[src/design/jcac_pkg.sv]
// Shared constants, types and codes for the joystick calibration and arming controller.
package jcac_pkg;

   localparam int SAMPLE_BITS    = 12;
   localparam int CAL_BITS       = 3 * SAMPLE_BITS;
   localparam int NUM_AXES       = 4;
   localparam int AXIS_BITS      = 2;
   localparam int CSR_INDEX_BITS = 3;

   localparam logic [CSR_INDEX_BITS-1:0] CSR_ROLL_CAL     = 3'd0;
   localparam logic [CSR_INDEX_BITS-1:0] CSR_PITCH_CAL    = 3'd1;
   localparam logic [CSR_INDEX_BITS-1:0] CSR_THROTTLE_CAL = 3'd2;
   localparam logic [CSR_INDEX_BITS-1:0] CSR_YAW_CAL      = 3'd3;
   localparam logic [CSR_INDEX_BITS-1:0] CSR_REARM_LIMIT  = 3'd4;

   localparam logic [AXIS_BITS-1:0] AXIS_ROLL     = 2'd0;
   localparam logic [AXIS_BITS-1:0] AXIS_PITCH    = 2'd1;
   localparam logic [AXIS_BITS-1:0] AXIS_THROTTLE = 2'd2;
   localparam logic [AXIS_BITS-1:0] AXIS_YAW      = 2'd3;

   localparam logic [CAL_BITS-1:0]    CAL_RESET   = 36'd8386559;
   localparam logic [SAMPLE_BITS-1:0] REARM_RESET = 12'd50;

   typedef logic [SAMPLE_BITS-1:0] sample_type;

   typedef struct packed {
      logic       start;
      sample_type raw;
      sample_type lo;
      sample_type mid;
      sample_type hi;
   } cal_cmd_type;

   typedef struct packed {
      logic       done;
      sample_type value;
   } cal_rsp_type;

endpackage

[src/design/jcac_cal.sv]
// Iterative single-axis calibration unit: piecewise-linear remap with a shared restoring divider.
module jcac_cal (
   input  logic                  clock,
   input  logic                  reset,
   input  jcac_pkg::cal_cmd_type cmd,
   output jcac_pkg::cal_rsp_type rsp
);

   localparam int SB = jcac_pkg::SAMPLE_BITS;
   localparam int DW = SB + 3;
   localparam int SW = SB + 1;
   localparam int NW = 2 * SB + 1;
   localparam int CW = $clog2(SB);

   localparam logic [1:0] C_IDLE = 2'd0;
   localparam logic [1:0] C_NORM = 2'd1;
   localparam logic [1:0] C_LOAD = 2'd2;
   localparam logic [1:0] C_DIV  = 2'd3;

   localparam logic [SB-1:0] FULL = {SB{1'b1}};
   localparam logic [SB-1:0] HALF = {1'b0, {(SB-1){1'b1}}};

   logic [1:0]           state_ff, state_in;
   logic signed [DW-1:0] d_ff, d_in;
   logic signed [SW-1:0] s_ff, s_in;
   logic                 below_ff, below_in;
   logic                 above_ff, above_in;
   logic [SB:0]          dn_ff, dn_in;
   logic [SB:0]          den_ff, den_in;
   logic [SB:0]          rem_ff, rem_in;
   logic [SB-1:0]        low_ff, low_in;
   logic [CW-1:0]        cnt_ff, cnt_in;
   logic                 done_ff, done_in;
   logic [SB-1:0]        value_ff, value_in;

   logic signed [DW-1:0] raw_x, lo_x, mid_x, hi_x;
   logic signed [DW-1:0] s_full;
   logic signed [DW-1:0] dn_s;
   logic signed [SW-1:0] sn_s;
   logic [SB:0]          den_norm;
   logic signed [DW-1:0] den_x;
   logic [NW-1:0]        num;
   logic [SB+1:0]        rem2;
   logic [SB+1:0]        rem_sub;
   logic                 ge;

   always_comb begin
      raw_x  = $signed({3'b000, cmd.raw});
      lo_x   = $signed({3'b000, cmd.lo});
      mid_x  = $signed({3'b000, cmd.mid});
      hi_x   = $signed({3'b000, cmd.hi});
      s_full = (cmd.raw < cmd.mid) ? (mid_x - lo_x) : (hi_x - mid_x);

      dn_s     = s_ff[SW-1] ? -d_ff : d_ff;
      sn_s     = s_ff[SW-1] ? -s_ff : s_ff;
      den_norm = {sn_s[SB-1:0], 1'b0};
      den_x    = $signed({2'b00, den_norm});

      num     = {dn_ff, {SB{1'b0}}} - {{SB{1'b0}}, dn_ff};
      rem2    = {rem_ff, low_ff[SB-1]};
      ge      = rem2 >= {1'b0, den_ff};
      rem_sub = rem2 - {1'b0, den_ff};
   end

   always_comb begin
      state_in = state_ff;
      d_in     = d_ff;
      s_in     = s_ff;
      below_in = below_ff;
      above_in = above_ff;
      dn_in    = dn_ff;
      den_in   = den_ff;
      rem_in   = rem_ff;
      low_in   = low_ff;
      cnt_in   = cnt_ff;
      done_in  = 1'b0;
      value_in = value_ff;
      unique case (state_ff)
         C_IDLE: begin
            if (cmd.start) begin
               below_in = cmd.raw < cmd.mid;
               above_in = cmd.raw > cmd.mid;
               d_in     = (cmd.raw < cmd.mid) ? (raw_x - lo_x)
                                              : (raw_x + hi_x - (mid_x <<< 1));
               s_in     = s_full[SW-1:0];
               state_in = C_NORM;
            end
         end
         C_NORM: begin
            dn_in  = dn_s[SB:0];
            den_in = den_norm;
            if (s_ff == '0) begin
               done_in  = 1'b1;
               value_in = below_ff ? '0 : (above_ff ? FULL : HALF);
               state_in = C_IDLE;
            end else if (dn_s <= 0) begin
               done_in  = 1'b1;
               value_in = '0;
               state_in = C_IDLE;
            end else if (dn_s >= den_x) begin
               done_in  = 1'b1;
               value_in = FULL;
               state_in = C_IDLE;
            end else begin
               state_in = C_LOAD;
            end
         end
         C_LOAD: begin
            rem_in   = num[NW-1:SB];
            low_in   = num[SB-1:0];
            cnt_in   = '0;
            state_in = C_DIV;
         end
         C_DIV: begin
            rem_in = ge ? rem_sub[SB:0] : rem2[SB:0];
            low_in = {low_ff[SB-2:0], ge};
            cnt_in = cnt_ff + 1'b1;
            if (cnt_ff == CW'(SB - 1)) begin
               done_in  = 1'b1;
               value_in = {low_ff[SB-2:0], ge};
               state_in = C_IDLE;
            end
         end
         default: state_in = C_IDLE;
      endcase
   end

   always_ff @(posedge clock) begin
      if (reset) begin
         state_ff <= C_IDLE;
         done_ff  <= 1'b0;
      end else begin
         state_ff <= state_in;
         done_ff  <= done_in;
      end
      d_ff     <= d_in;
      s_ff     <= s_in;
      below_ff <= below_in;
      above_ff <= above_in;
      dn_ff    <= dn_in;
      den_ff   <= den_in;
      rem_ff   <= rem_in;
      low_ff   <= low_in;
      cnt_ff   <= cnt_in;
      value_ff <= value_in;
   end

   assign rsp.done  = done_ff;
   assign rsp.value = value_ff;

endmodule

[src/design/joystick_cal_arm_controller.sv]
// Joystick calibration and arming controller: top level with sequencer and state flags.
// Sequencing: with tick, the four axes pass in turn through one shared calibration unit, each
// through start, normalize, load, 12 divide steps and result, or settled early by a zero span
// or a clamp; the response is then registered. Without tick, the response is registered directly.
// A new request is taken only once the last one has reached its response; a held response stalls.
// Reset: synchronous, active high; clears flags and pending bits, loads register defaults.
module joystick_cal_arm_controller (
   input  logic                                clock,
   input  logic                                reset,
   input  logic                                req_valid,
   output logic                                req_ready,
   input  logic                                req_tick,
   input  logic                                req_mode_press,
   input  logic                                req_emergency_press,
   input  logic [jcac_pkg::SAMPLE_BITS-1:0]    req_roll_raw,
   input  logic [jcac_pkg::SAMPLE_BITS-1:0]    req_pitch_raw,
   input  logic [jcac_pkg::SAMPLE_BITS-1:0]    req_throttle_raw,
   input  logic [jcac_pkg::SAMPLE_BITS-1:0]    req_yaw_raw,
   output logic                                rsp_valid,
   input  logic                                rsp_ready,
   output logic                                rsp_send_packet,
   output logic                                rsp_mode_out,
   output logic [jcac_pkg::SAMPLE_BITS-1:0]    rsp_throttle_out,
   output logic [jcac_pkg::SAMPLE_BITS-1:0]    rsp_pitch_out,
   output logic [jcac_pkg::SAMPLE_BITS-1:0]    rsp_roll_out,
   output logic [jcac_pkg::SAMPLE_BITS-1:0]    rsp_yaw_out,
   output logic                                rsp_armed_now,
   output logic                                rsp_emergency_now,
   output logic                                rsp_led_on,
   input  logic                                csr_valid,
   output logic                                csr_ready,
   input  logic [jcac_pkg::CSR_INDEX_BITS-1:0] csr_index,
   input  logic [jcac_pkg::CAL_BITS-1:0]       csr_data
);

   localparam int SB = jcac_pkg::SAMPLE_BITS;
   localparam int NA = jcac_pkg::NUM_AXES;
   localparam int AB = jcac_pkg::AXIS_BITS;

   localparam logic [1:0] ST_IDLE = 2'd0;
   localparam logic [1:0] ST_RUN  = 2'd1;
   localparam logic [1:0] ST_FIN  = 2'd2;

   logic [jcac_pkg::CAL_BITS-1:0] cal_ff [NA];
   logic [SB-1:0]                 rearm_ff;
   logic [SB-1:0]                 raw_ff [NA];
   logic [SB-1:0]                 res_ff [NA];

   logic [1:0]    state_ff, state_in;
   logic [AB-1:0] axis_ff, axis_in;
   logic          start_ff, start_in;
   logic          tick_ff, mpress_ff, epress_ff;
   logic          mode_ff, mode_in;
   logic          armed_ff, armed_in;
   logic          emerg_ff, emerg_in;
   logic          mpend_ff, mpend_in;
   logic          epend_ff, epend_in;

   logic          rsp_valid_ff, rsp_valid_in;
   logic          send_ff, send_in;
   logic          mout_ff, mout_in;
   logic [SB-1:0] thr_ff, thr_in;
   logic [SB-1:0] pit_ff, pit_in;
   logic [SB-1:0] rol_ff, rol_in;
   logic [SB-1:0] yaw_ff, yaw_in;

   logic req_fire;
   logic fin_go;
   logic [jcac_pkg::CAL_BITS-1:0] cal_sel;

   jcac_pkg::cal_cmd_type cal_cmd;
   jcac_pkg::cal_rsp_type cal_rsp;

   assign req_ready = (state_ff == ST_IDLE);
   assign csr_ready = 1'b1;
   assign req_fire  = req_valid && req_ready;
   assign fin_go    = (state_ff == ST_FIN) && (!rsp_valid_ff || rsp_ready);

   assign cal_sel       = cal_ff[axis_ff];
   assign cal_cmd.start = start_ff;
   assign cal_cmd.raw   = raw_ff[axis_ff];
   assign cal_cmd.lo    = cal_sel[SB-1:0];
   assign cal_cmd.mid   = cal_sel[2*SB-1:SB];
   assign cal_cmd.hi    = cal_sel[3*SB-1:2*SB];

   jcac_cal u_cal (
      .clock (clock),
      .reset (reset),
      .cmd   (cal_cmd),
      .rsp   (cal_rsp)
   );

   // sequencer
   always_comb begin
      state_in = state_ff;
      axis_in  = axis_ff;
      start_in = 1'b0;
      unique case (state_ff)
         ST_IDLE: begin
            if (req_fire) begin
               axis_in = jcac_pkg::AXIS_ROLL;
               if (req_tick) begin
                  start_in = 1'b1;
                  state_in = ST_RUN;
               end else begin
                  state_in = ST_FIN;
               end
            end
         end
         ST_RUN: begin
            if (cal_rsp.done) begin
               if (axis_ff == jcac_pkg::AXIS_YAW) begin
                  state_in = ST_FIN;
               end else begin
                  axis_in  = axis_ff + 1'b1;
                  start_in = 1'b1;
               end
            end
         end
         ST_FIN: begin
            if (fin_go) begin
               state_in = ST_IDLE;
            end
         end
         default: state_in = ST_IDLE;
      endcase
   end

   // event handling, arming and packet build
   always_comb begin
      logic          mp, ep, md, ar, em, snd;
      logic [SB-1:0] t;
      mp  = mpend_ff | mpress_ff;
      ep  = epend_ff | epress_ff;
      md  = mode_ff;
      ar  = armed_ff;
      em  = emerg_ff;
      snd = 1'b0;
      t   = res_ff[jcac_pkg::AXIS_THROTTLE];
      if (mp && ar) begin
         md = ~md;
         mp = 1'b0;
      end
      if (ep && ar) begin
         em = 1'b1;
         mp = 1'b0;
         ep = 1'b0;
      end
      if (tick_ff) begin
         if (!ar && mp && ep) begin
            if (!em) begin
               ar = 1'b1;
            end else if (t < rearm_ff) begin
               em = 1'b0;
               ar = 1'b1;
            end
            if (ar) begin
               mp = 1'b0;
               ep = 1'b0;
            end
         end
         if (ar) begin
            snd = 1'b1;
         end
         if (em) begin
            ar = 1'b0;
         end
      end
      mode_in  = md;
      armed_in = ar;
      emerg_in = em;
      mpend_in = mp;
      epend_in = ep;
      send_in  = snd;
      mout_in  = snd & md;
      thr_in   = (snd && !em) ? t : '0;
      pit_in   = snd ? res_ff[jcac_pkg::AXIS_PITCH] : '0;
      rol_in   = snd ? res_ff[jcac_pkg::AXIS_ROLL] : '0;
      yaw_in   = snd ? res_ff[jcac_pkg::AXIS_YAW] : '0;
   end

   always_comb begin
      rsp_valid_in = rsp_valid_ff;
      if (rsp_valid_ff && rsp_ready) begin
         rsp_valid_in = 1'b0;
      end
      if (fin_go) begin
         rsp_valid_in = 1'b1;
      end
   end

   always_ff @(posedge clock) begin
      if (reset) begin
         state_ff     <= ST_IDLE;
         axis_ff      <= jcac_pkg::AXIS_ROLL;
         start_ff     <= 1'b0;
         mode_ff      <= 1'b0;
         armed_ff     <= 1'b0;
         emerg_ff     <= 1'b0;
         mpend_ff     <= 1'b0;
         epend_ff     <= 1'b0;
         rsp_valid_ff <= 1'b0;
         rearm_ff     <= jcac_pkg::REARM_RESET;
         for (int i = 0; i < NA; i++) begin
            cal_ff[i] <= jcac_pkg::CAL_RESET;
         end
      end else begin
         state_ff     <= state_in;
         axis_ff      <= axis_in;
         start_ff     <= start_in;
         rsp_valid_ff <= rsp_valid_in;
         if (fin_go) begin
            mode_ff  <= mode_in;
            armed_ff <= armed_in;
            emerg_ff <= emerg_in;
            mpend_ff <= mpend_in;
            epend_ff <= epend_in;
         end
         if (csr_valid && csr_ready) begin
            unique case (csr_index)
               jcac_pkg::CSR_ROLL_CAL:     cal_ff[jcac_pkg::AXIS_ROLL]     <= csr_data;
               jcac_pkg::CSR_PITCH_CAL:    cal_ff[jcac_pkg::AXIS_PITCH]    <= csr_data;
               jcac_pkg::CSR_THROTTLE_CAL: cal_ff[jcac_pkg::AXIS_THROTTLE] <= csr_data;
               jcac_pkg::CSR_YAW_CAL:      cal_ff[jcac_pkg::AXIS_YAW]      <= csr_data;
               jcac_pkg::CSR_REARM_LIMIT:  rearm_ff <= csr_data[SB-1:0];
               default: ;
            endcase
         end
      end
   end

   // payload: request capture, axis results, response fields
   always_ff @(posedge clock) begin
      if (req_fire) begin
         tick_ff   <= req_tick;
         mpress_ff <= req_mode_press;
         epress_ff <= req_emergency_press;
         raw_ff[jcac_pkg::AXIS_ROLL]     <= req_roll_raw;
         raw_ff[jcac_pkg::AXIS_PITCH]    <= req_pitch_raw;
         raw_ff[jcac_pkg::AXIS_THROTTLE] <= req_throttle_raw;
         raw_ff[jcac_pkg::AXIS_YAW]      <= req_yaw_raw;
      end
      if (state_ff == ST_RUN && cal_rsp.done) begin
         res_ff[axis_ff] <= cal_rsp.value;
      end
      if (fin_go) begin
         send_ff <= send_in;
         mout_ff <= mout_in;
         thr_ff  <= thr_in;
         pit_ff  <= pit_in;
         rol_ff  <= rol_in;
         yaw_ff  <= yaw_in;
      end
   end

   assign rsp_valid         = rsp_valid_ff;
   assign rsp_send_packet   = send_ff;
   assign rsp_mode_out      = mout_ff;
   assign rsp_throttle_out  = thr_ff;
   assign rsp_pitch_out     = pit_ff;
   assign rsp_roll_out      = rol_ff;
   assign rsp_yaw_out       = yaw_ff;
   assign rsp_armed_now     = armed_ff;
   assign rsp_emergency_now = emerg_ff;
   assign rsp_led_on        = mode_ff;

`ifndef SYNTHESIS
   a_no_packet_zero: assert property (@(posedge clock) disable iff (reset)
      rsp_valid && !rsp_send_packet |->
         !rsp_mode_out && rsp_throttle_out == '0 && rsp_pitch_out == '0 &&
         rsp_roll_out == '0 && rsp_yaw_out == '0)
      else $error("fields nonzero without packet");

   a_emerg_throttle: assert property (@(posedge clock) disable iff (reset)
      rsp_valid && rsp_send_packet && rsp_emergency_now |-> rsp_throttle_out == '0)
      else $error("throttle not forced to zero in emergency");

   a_packet_mode: assert property (@(posedge clock) disable iff (reset)
      rsp_valid && rsp_send_packet |-> rsp_mode_out == rsp_led_on)
      else $error("packet mode differs from lamp");

   a_cal_done_run: assert property (@(posedge clock) disable iff (reset)
      cal_rsp.done |-> state_ff == ST_RUN)
      else $error("calibration result outside run phase");
`endif

endmodule

[config.mk]
export PLATFORM = sky130hd
export DESIGN_NAME = joystick_cal_arm_controller
export DESIGN_NICKNAME = d
export VERILOG_FILES = /design/src/design/jcac_pkg.sv /design/src/design/jcac_cal.sv /design/src/design/joystick_cal_arm_controller.sv
export SDC_FILE = /design/constraint.sdc
export NUM_CORES = 1
export LEC_CHECK = 0
export BUFFER_PORTS_ARGS = -buffer_cell sky130_fd_sc_hd__buf_4
export CAP_MARGIN = 40
export CELL_PAD_IN_SITES_DETAIL_PLACEMENT = 1
export CELL_PAD_IN_SITES_GLOBAL_PLACEMENT = 1
export CORE_ASPECT_RATIO = 1.4
export CORE_MARGIN = 8
export CORE_UTILIZATION = 42
export DETAILED_ROUTE_END_ITERATION = 10
export PLACE_DENSITY = 0.74
export SKIP_CTS_REPAIR_TIMING = 1
export SLEW_MARGIN = 0
export SYNTH_ARGS = -nofsm -noshare
export SYNTH_HDL_FRONTEND = slang
export SYNTH_SLANG_ARGS = --single-unit
[constraint.sdc]
create_clock -name clock -period 11.9 [get_ports clock]
set_input_delay 0.595 -clock clock [delete_from_list [all_inputs] [get_ports clock]]
set_output_delay 0.595 -clock clock [all_outputs]
set_load 0.005 [all_outputs]
==> results.md <==
- The via count of the first global-routing pass came to 15,300.
- During placement, the flow inserted port buffers numbering 149.
- After routing, the total negative slack on setup checks comes to 0 ns.
- For this configuration, the core starts out at a cell density of 0.425.
- The cell count after synthesis is 1,685.
- Counting flops with a built-in enable in the synthesized netlist gives 389.
- Headroom to the max-slew limit came out at 0.404.
- The net count of the mapped netlist is 1,901.
- After detailed routing, the total wire length is 56.7 mm.
- The final RePlAce weighted congestion is 0.895.
- The clock period could shrink to 5.15 ns.
- The worst setup path endpoint is u_cal.d_ff[12].
- The capture point of the worst reg-to-reg path is u_cal.d_ff[12].
- At the pin with the least slew margin, the transition time is 0.886 ns.
- The number of buffers created by CTS is 41.
- In the routed layout, each cell is associated on average with a via count of 5.50.
- The final design instance area without fill is 24,600 um2.
- The final layout contains 2,058 nets.
- The worst clock skew is 0.0192 ns.
- The most frequent cell after synthesis is sky130_fd_sc_hd__edfxtp_1.
- Detailed routing inserted a total of 13,800 vias.
- The remaining global-route overflow is 0.
- Of the cells placed in the final design, the portion with a size suffix greater than 1 is 0.203.
- The class of the most critical hold timing path is primary input to register.
- The kind of critical path is register to register.
- The instance area at placement is 23,200 um2.
- The number of antenna violations at the first check in global routing is 0.
- In this run the remaining antenna-violating nets after routing total 0.
- The setup slack after placement is 6.74 ns.
- The total of flip-flops plus latches after synthesis is 417.
- The worst hold margin is 0.191 ns.
- For this design the top-level I/O count stands at 151.
- The average instance in the mapped netlist occupies 12.6 um2.
- The library cell with the largest summed area after synthesis is sky130_fd_sc_hd__edfxtp_1.
- The pre-antenna-repair detailed-routing pass consisted of 5 iterations.
- The power per unit of standard cell area is 146 nW/um2.
- The final-report setup violation count is 0.
- The number of antenna diodes in the final layout is 0.
- The flop-to-flop setup slack is 6.75 ns.
- The number of warning messages in the yosys log is 0.
- The placed wire-length estimate is 43.7 mm.
- Once layout is complete, the utilization of the core stands at 0.492.
- The run finished with clean final reports.
- The type of element capturing the critical path is a register.
- The analysis attributes to cell leakage a power of 9.28 nW.
- The synthesized netlist occupies a cell area of 21,300 um2.
- In the routed design, unresolved DRC markers number 0.
- The count of standard-cell rows is 97.
- The most common flop cell mapped by yosys is sky130_fd_sc_hd__edfxtp_1.
- Setup repair after global routing left no endpoint under its margin.
- The iteration-0 DRC count of the detailed router is 606.
- The number of fill cells is 5,192.
- The worst setup slack after layout is 6.75 ns.
- The TritonCTS clock tree is yes.
- STA puts the critical path data arrival time at 5.44 ns.
- Counting instances in the post-synthesis netlist gives the leading cell types as sky130_fd_sc_hd__edfxtp_1, sky130_fd_sc_hd__nand2_1, sky130_fd_sc_hd__ha_1.
- In this run the worst path has a maximum fanout of 26.
- The worst reg-to-reg path cell count is 19.
- The placeable core region is 50,000 um2.
- CTS saw 417 sinks.
- The clock root buffer is sky130_fd_sc_hd__clkbuf_16.
- For this run, the total global-route usage over all layers was measured as 0.193.
- Across the VDD grid, the largest voltage drop is 150 uV.
- At the worst endpoint, the required time is 12.19 ns.
- The max-capacitance violation count is 0.
- The area share of the largest cell type after synthesis is 0.550.
- The kind of launch point of the worst setup path is a register.
- The layout-stage area growth over the synthesis result is 15.7%.
- The number of pins exceeding their max-slew limit in the final report came to 0.
- The clock passes through at most 3 buffers.
- The die is 282 um tall.
- Of the synthesized area, sequential elements account for 0.576.
- The count of unique library cells instantiated by Yosys is 73.
- In this run the horizontal extent of the chip is 206 um.
- The final hold violation count came to 0.
- After clock tree synthesis, the clock-pin slew on the worst setup and hold paths is 0.07 ns.
- Dividing the detail-routed wire length by the instance count gives 22.6 um.
- The first-pass GRT wire length is 86.3 mm.
- The largest net degree at the start of global routing is 52.
- The highest attainable clock frequency is 0.194 GHz.
- After synthesis, the cell types taking the most area are sky130_fd_sc_hd__edfxtp_1, sky130_fd_sc_hd__ha_1, sky130_fd_sc_hd__mux4_2.
- At the later pin of the worst-skew pair, clock insertion delay measures 0.57 ns.
- The floorplan step defined a die boundary enclosing 58,200 um2.
- The clock tree synthesis step divided the H-tree into 2 levels.
- Dividing the final minimum period by the clock period gives 0.433.
- The proportion of synthesized flip-flops having asynchronous set or reset is 0.
## cell usage in the layout (no fill, tap or decap), types with 7 or more instances in the layout
cell type,n
sky130_fd_sc_hd__mux4_2,48
sky130_fd_sc_hd__buf_4,166
sky130_fd_sc_hd__nand3b_1,7
sky130_fd_sc_hd__mux2i_1,13
sky130_fd_sc_hd__a211oi_1,13
sky130_fd_sc_hd__o21a_1,19
sky130_fd_sc_hd__or3_1,10
sky130_fd_sc_hd__clkbuf_1,8
sky130_fd_sc_hd__o31ai_1,11
sky130_fd_sc_hd__clkbuf_16,42
sky130_fd_sc_hd__nand2_1,125
sky130_fd_sc_hd__xnor2_1,48
sky130_fd_sc_hd__nand3_1,15
sky130_fd_sc_hd__a21o_1,21
sky130_fd_sc_hd__and3_1,49
sky130_fd_sc_hd__nor2b_1,20
sky130_fd_sc_hd__and2_1,70
sky130_fd_sc_hd__dfxtp_1,26
sky130_fd_sc_hd__o41ai_1,12
sky130_fd_sc_hd__xor2_1,47
sky130_fd_sc_hd__nand2b_1,45
sky130_fd_sc_hd__o21ai_0,73
sky130_fd_sc_hd__edfxtp_1,389
sky130_fd_sc_hd__inv_1,104
sky130_fd_sc_hd__a31oi_1,9
sky130_fd_sc_hd__or2_2,71
sky130_fd_sc_hd__nor3_1,21
sky130_fd_sc_hd__nor2_1,75
sky130_fd_sc_hd__ha_1,115
sky130_fd_sc_hd__a21oi_1,64
## layer usage
layer  up-vias  part of all wire  global-route usage  routed length (um)
met1      6929              0.35               0.194               20100
met4         0             0.054               0.100                3050
met2       279              0.56               0.376               31700
met5         -                 0                   0                   0
li1       6505                 -                   -                   -
met3       119             0.033              0.0256                1880
## worst max-delay path: stages (launching register included)
cell and delay (ns):
sky130_fd_sc_hd__dfxtp_4 0.66, sky130_fd_sc_hd__buf_4 0.55, sky130_fd_sc_hd__mux4_2 0.61, sky130_fd_sc_hd__ha_1 0.24, sky130_fd_sc_hd__inv_1 0.07, sky130_fd_sc_hd__fa_1 0.22
sky130_fd_sc_hd__nor2b_1 0.06, sky130_fd_sc_hd__o21ai_0 0.23, sky130_fd_sc_hd__a21boi_0 0.19, sky130_fd_sc_hd__o21ai_0 0.18, sky130_fd_sc_hd__nand2_1 0.08, sky130_fd_sc_hd__xor2_1 0.15
sky130_fd_sc_hd__ha_1 0.34, sky130_fd_sc_hd__o21a_1 0.13, sky130_fd_sc_hd__o21a_1 0.18, sky130_fd_sc_hd__o41ai_1 0.11, sky130_fd_sc_hd__o22ai_1 0.21, sky130_fd_sc_hd__o41a_1 0.38
sky130_fd_sc_hd__xnor2_1 0.16, sky130_fd_sc_hd__mux2i_1 0.09
## layout make-up
| type | count | area, um2 | share of cell area |
|---|---|---|---|
| clock inverter | 23 | 283 | 0.0115 |
| timing repair buffer | 175 | 1390 | 0.0565 |
| sequential | 417 | 12200 | 0.498 |
| inverter | 105 | 394 | 0.0160 |
| tap | 643 | 805 | 0.0327 |
| multi-input combinational | 1102 | 8400 | 0.341 |
| clock buffer | 50 | 1080 | 0.0440 |
## through the flow
stage               total power [mW]  instances
floorplan                       2.09       1685
finish                          3.59       2515
CTS                             3.62       2515
global placement                2.25       2431
detailed placement              2.28       2442
global route                    3.72       2515
## power breakdown
part	switching (mW)	internal (mW)
combinational	0.309	0.222
clock	0.571	0.764
sequential	0.0335	1.69
## state kept, by name, indices dropped and copies added (netlist names), 12 cells and up, named ones only
register          flops
u_cal.dn_ff          13
rsp_roll_out         12
rsp_pitch_out        12
rsp_throttle_out     12
u_cal.d_ff           15
u_cal.den_ff         12
res_ff               48
cal_ff              144
u_cal.value_ff       12
raw_ff               48
rearm_ff             12
u_cal.s_ff           13
u_cal.rem_ff         13
u_cal.low_ff         12
rsp_yaw_out          12
## worst min path at each step
| stage | slack, ns | from | cells past startpoint | endpoint |
|---|---|---|---|---|
| after floorplan | 0.44 | rearm_ff[10] | 2 | rearm_ff[10] |
| after global placement | 0.44 | rearm_ff[2] | 2 | rearm_ff[2] |
| after detailed placement | 0.45 | rearm_ff[2] | 2 | rearm_ff[2] |
| after CTS | 0.16 | req_mode_press | 1 | mpress_ff |
| after global routing | 0.17 | req_mode_press | 1 | mpress_ff |
| final | 0.19 | req_mode_press | 1 | mpress_ff |
## cells by family (layout without fill, tap and decap cells)
kind of cell               count (synthesis)  in the layout  share of synthesized area
and+or+nand+nor                          542            542                      0.136
DFF                                      417            417                      0.576
AOI/OAI and AO/OA                        279            279                     0.0857
buffers and inverters                    166            353                     0.0307
adders and majority gates                122            122                     0.0738
xor gates and xnor gates                  95             95                     0.0391
muxes                                     63             63                     0.0580
other                                      1              1                   0.000176
Note: power is estimated with default switching activity, not from simulation.
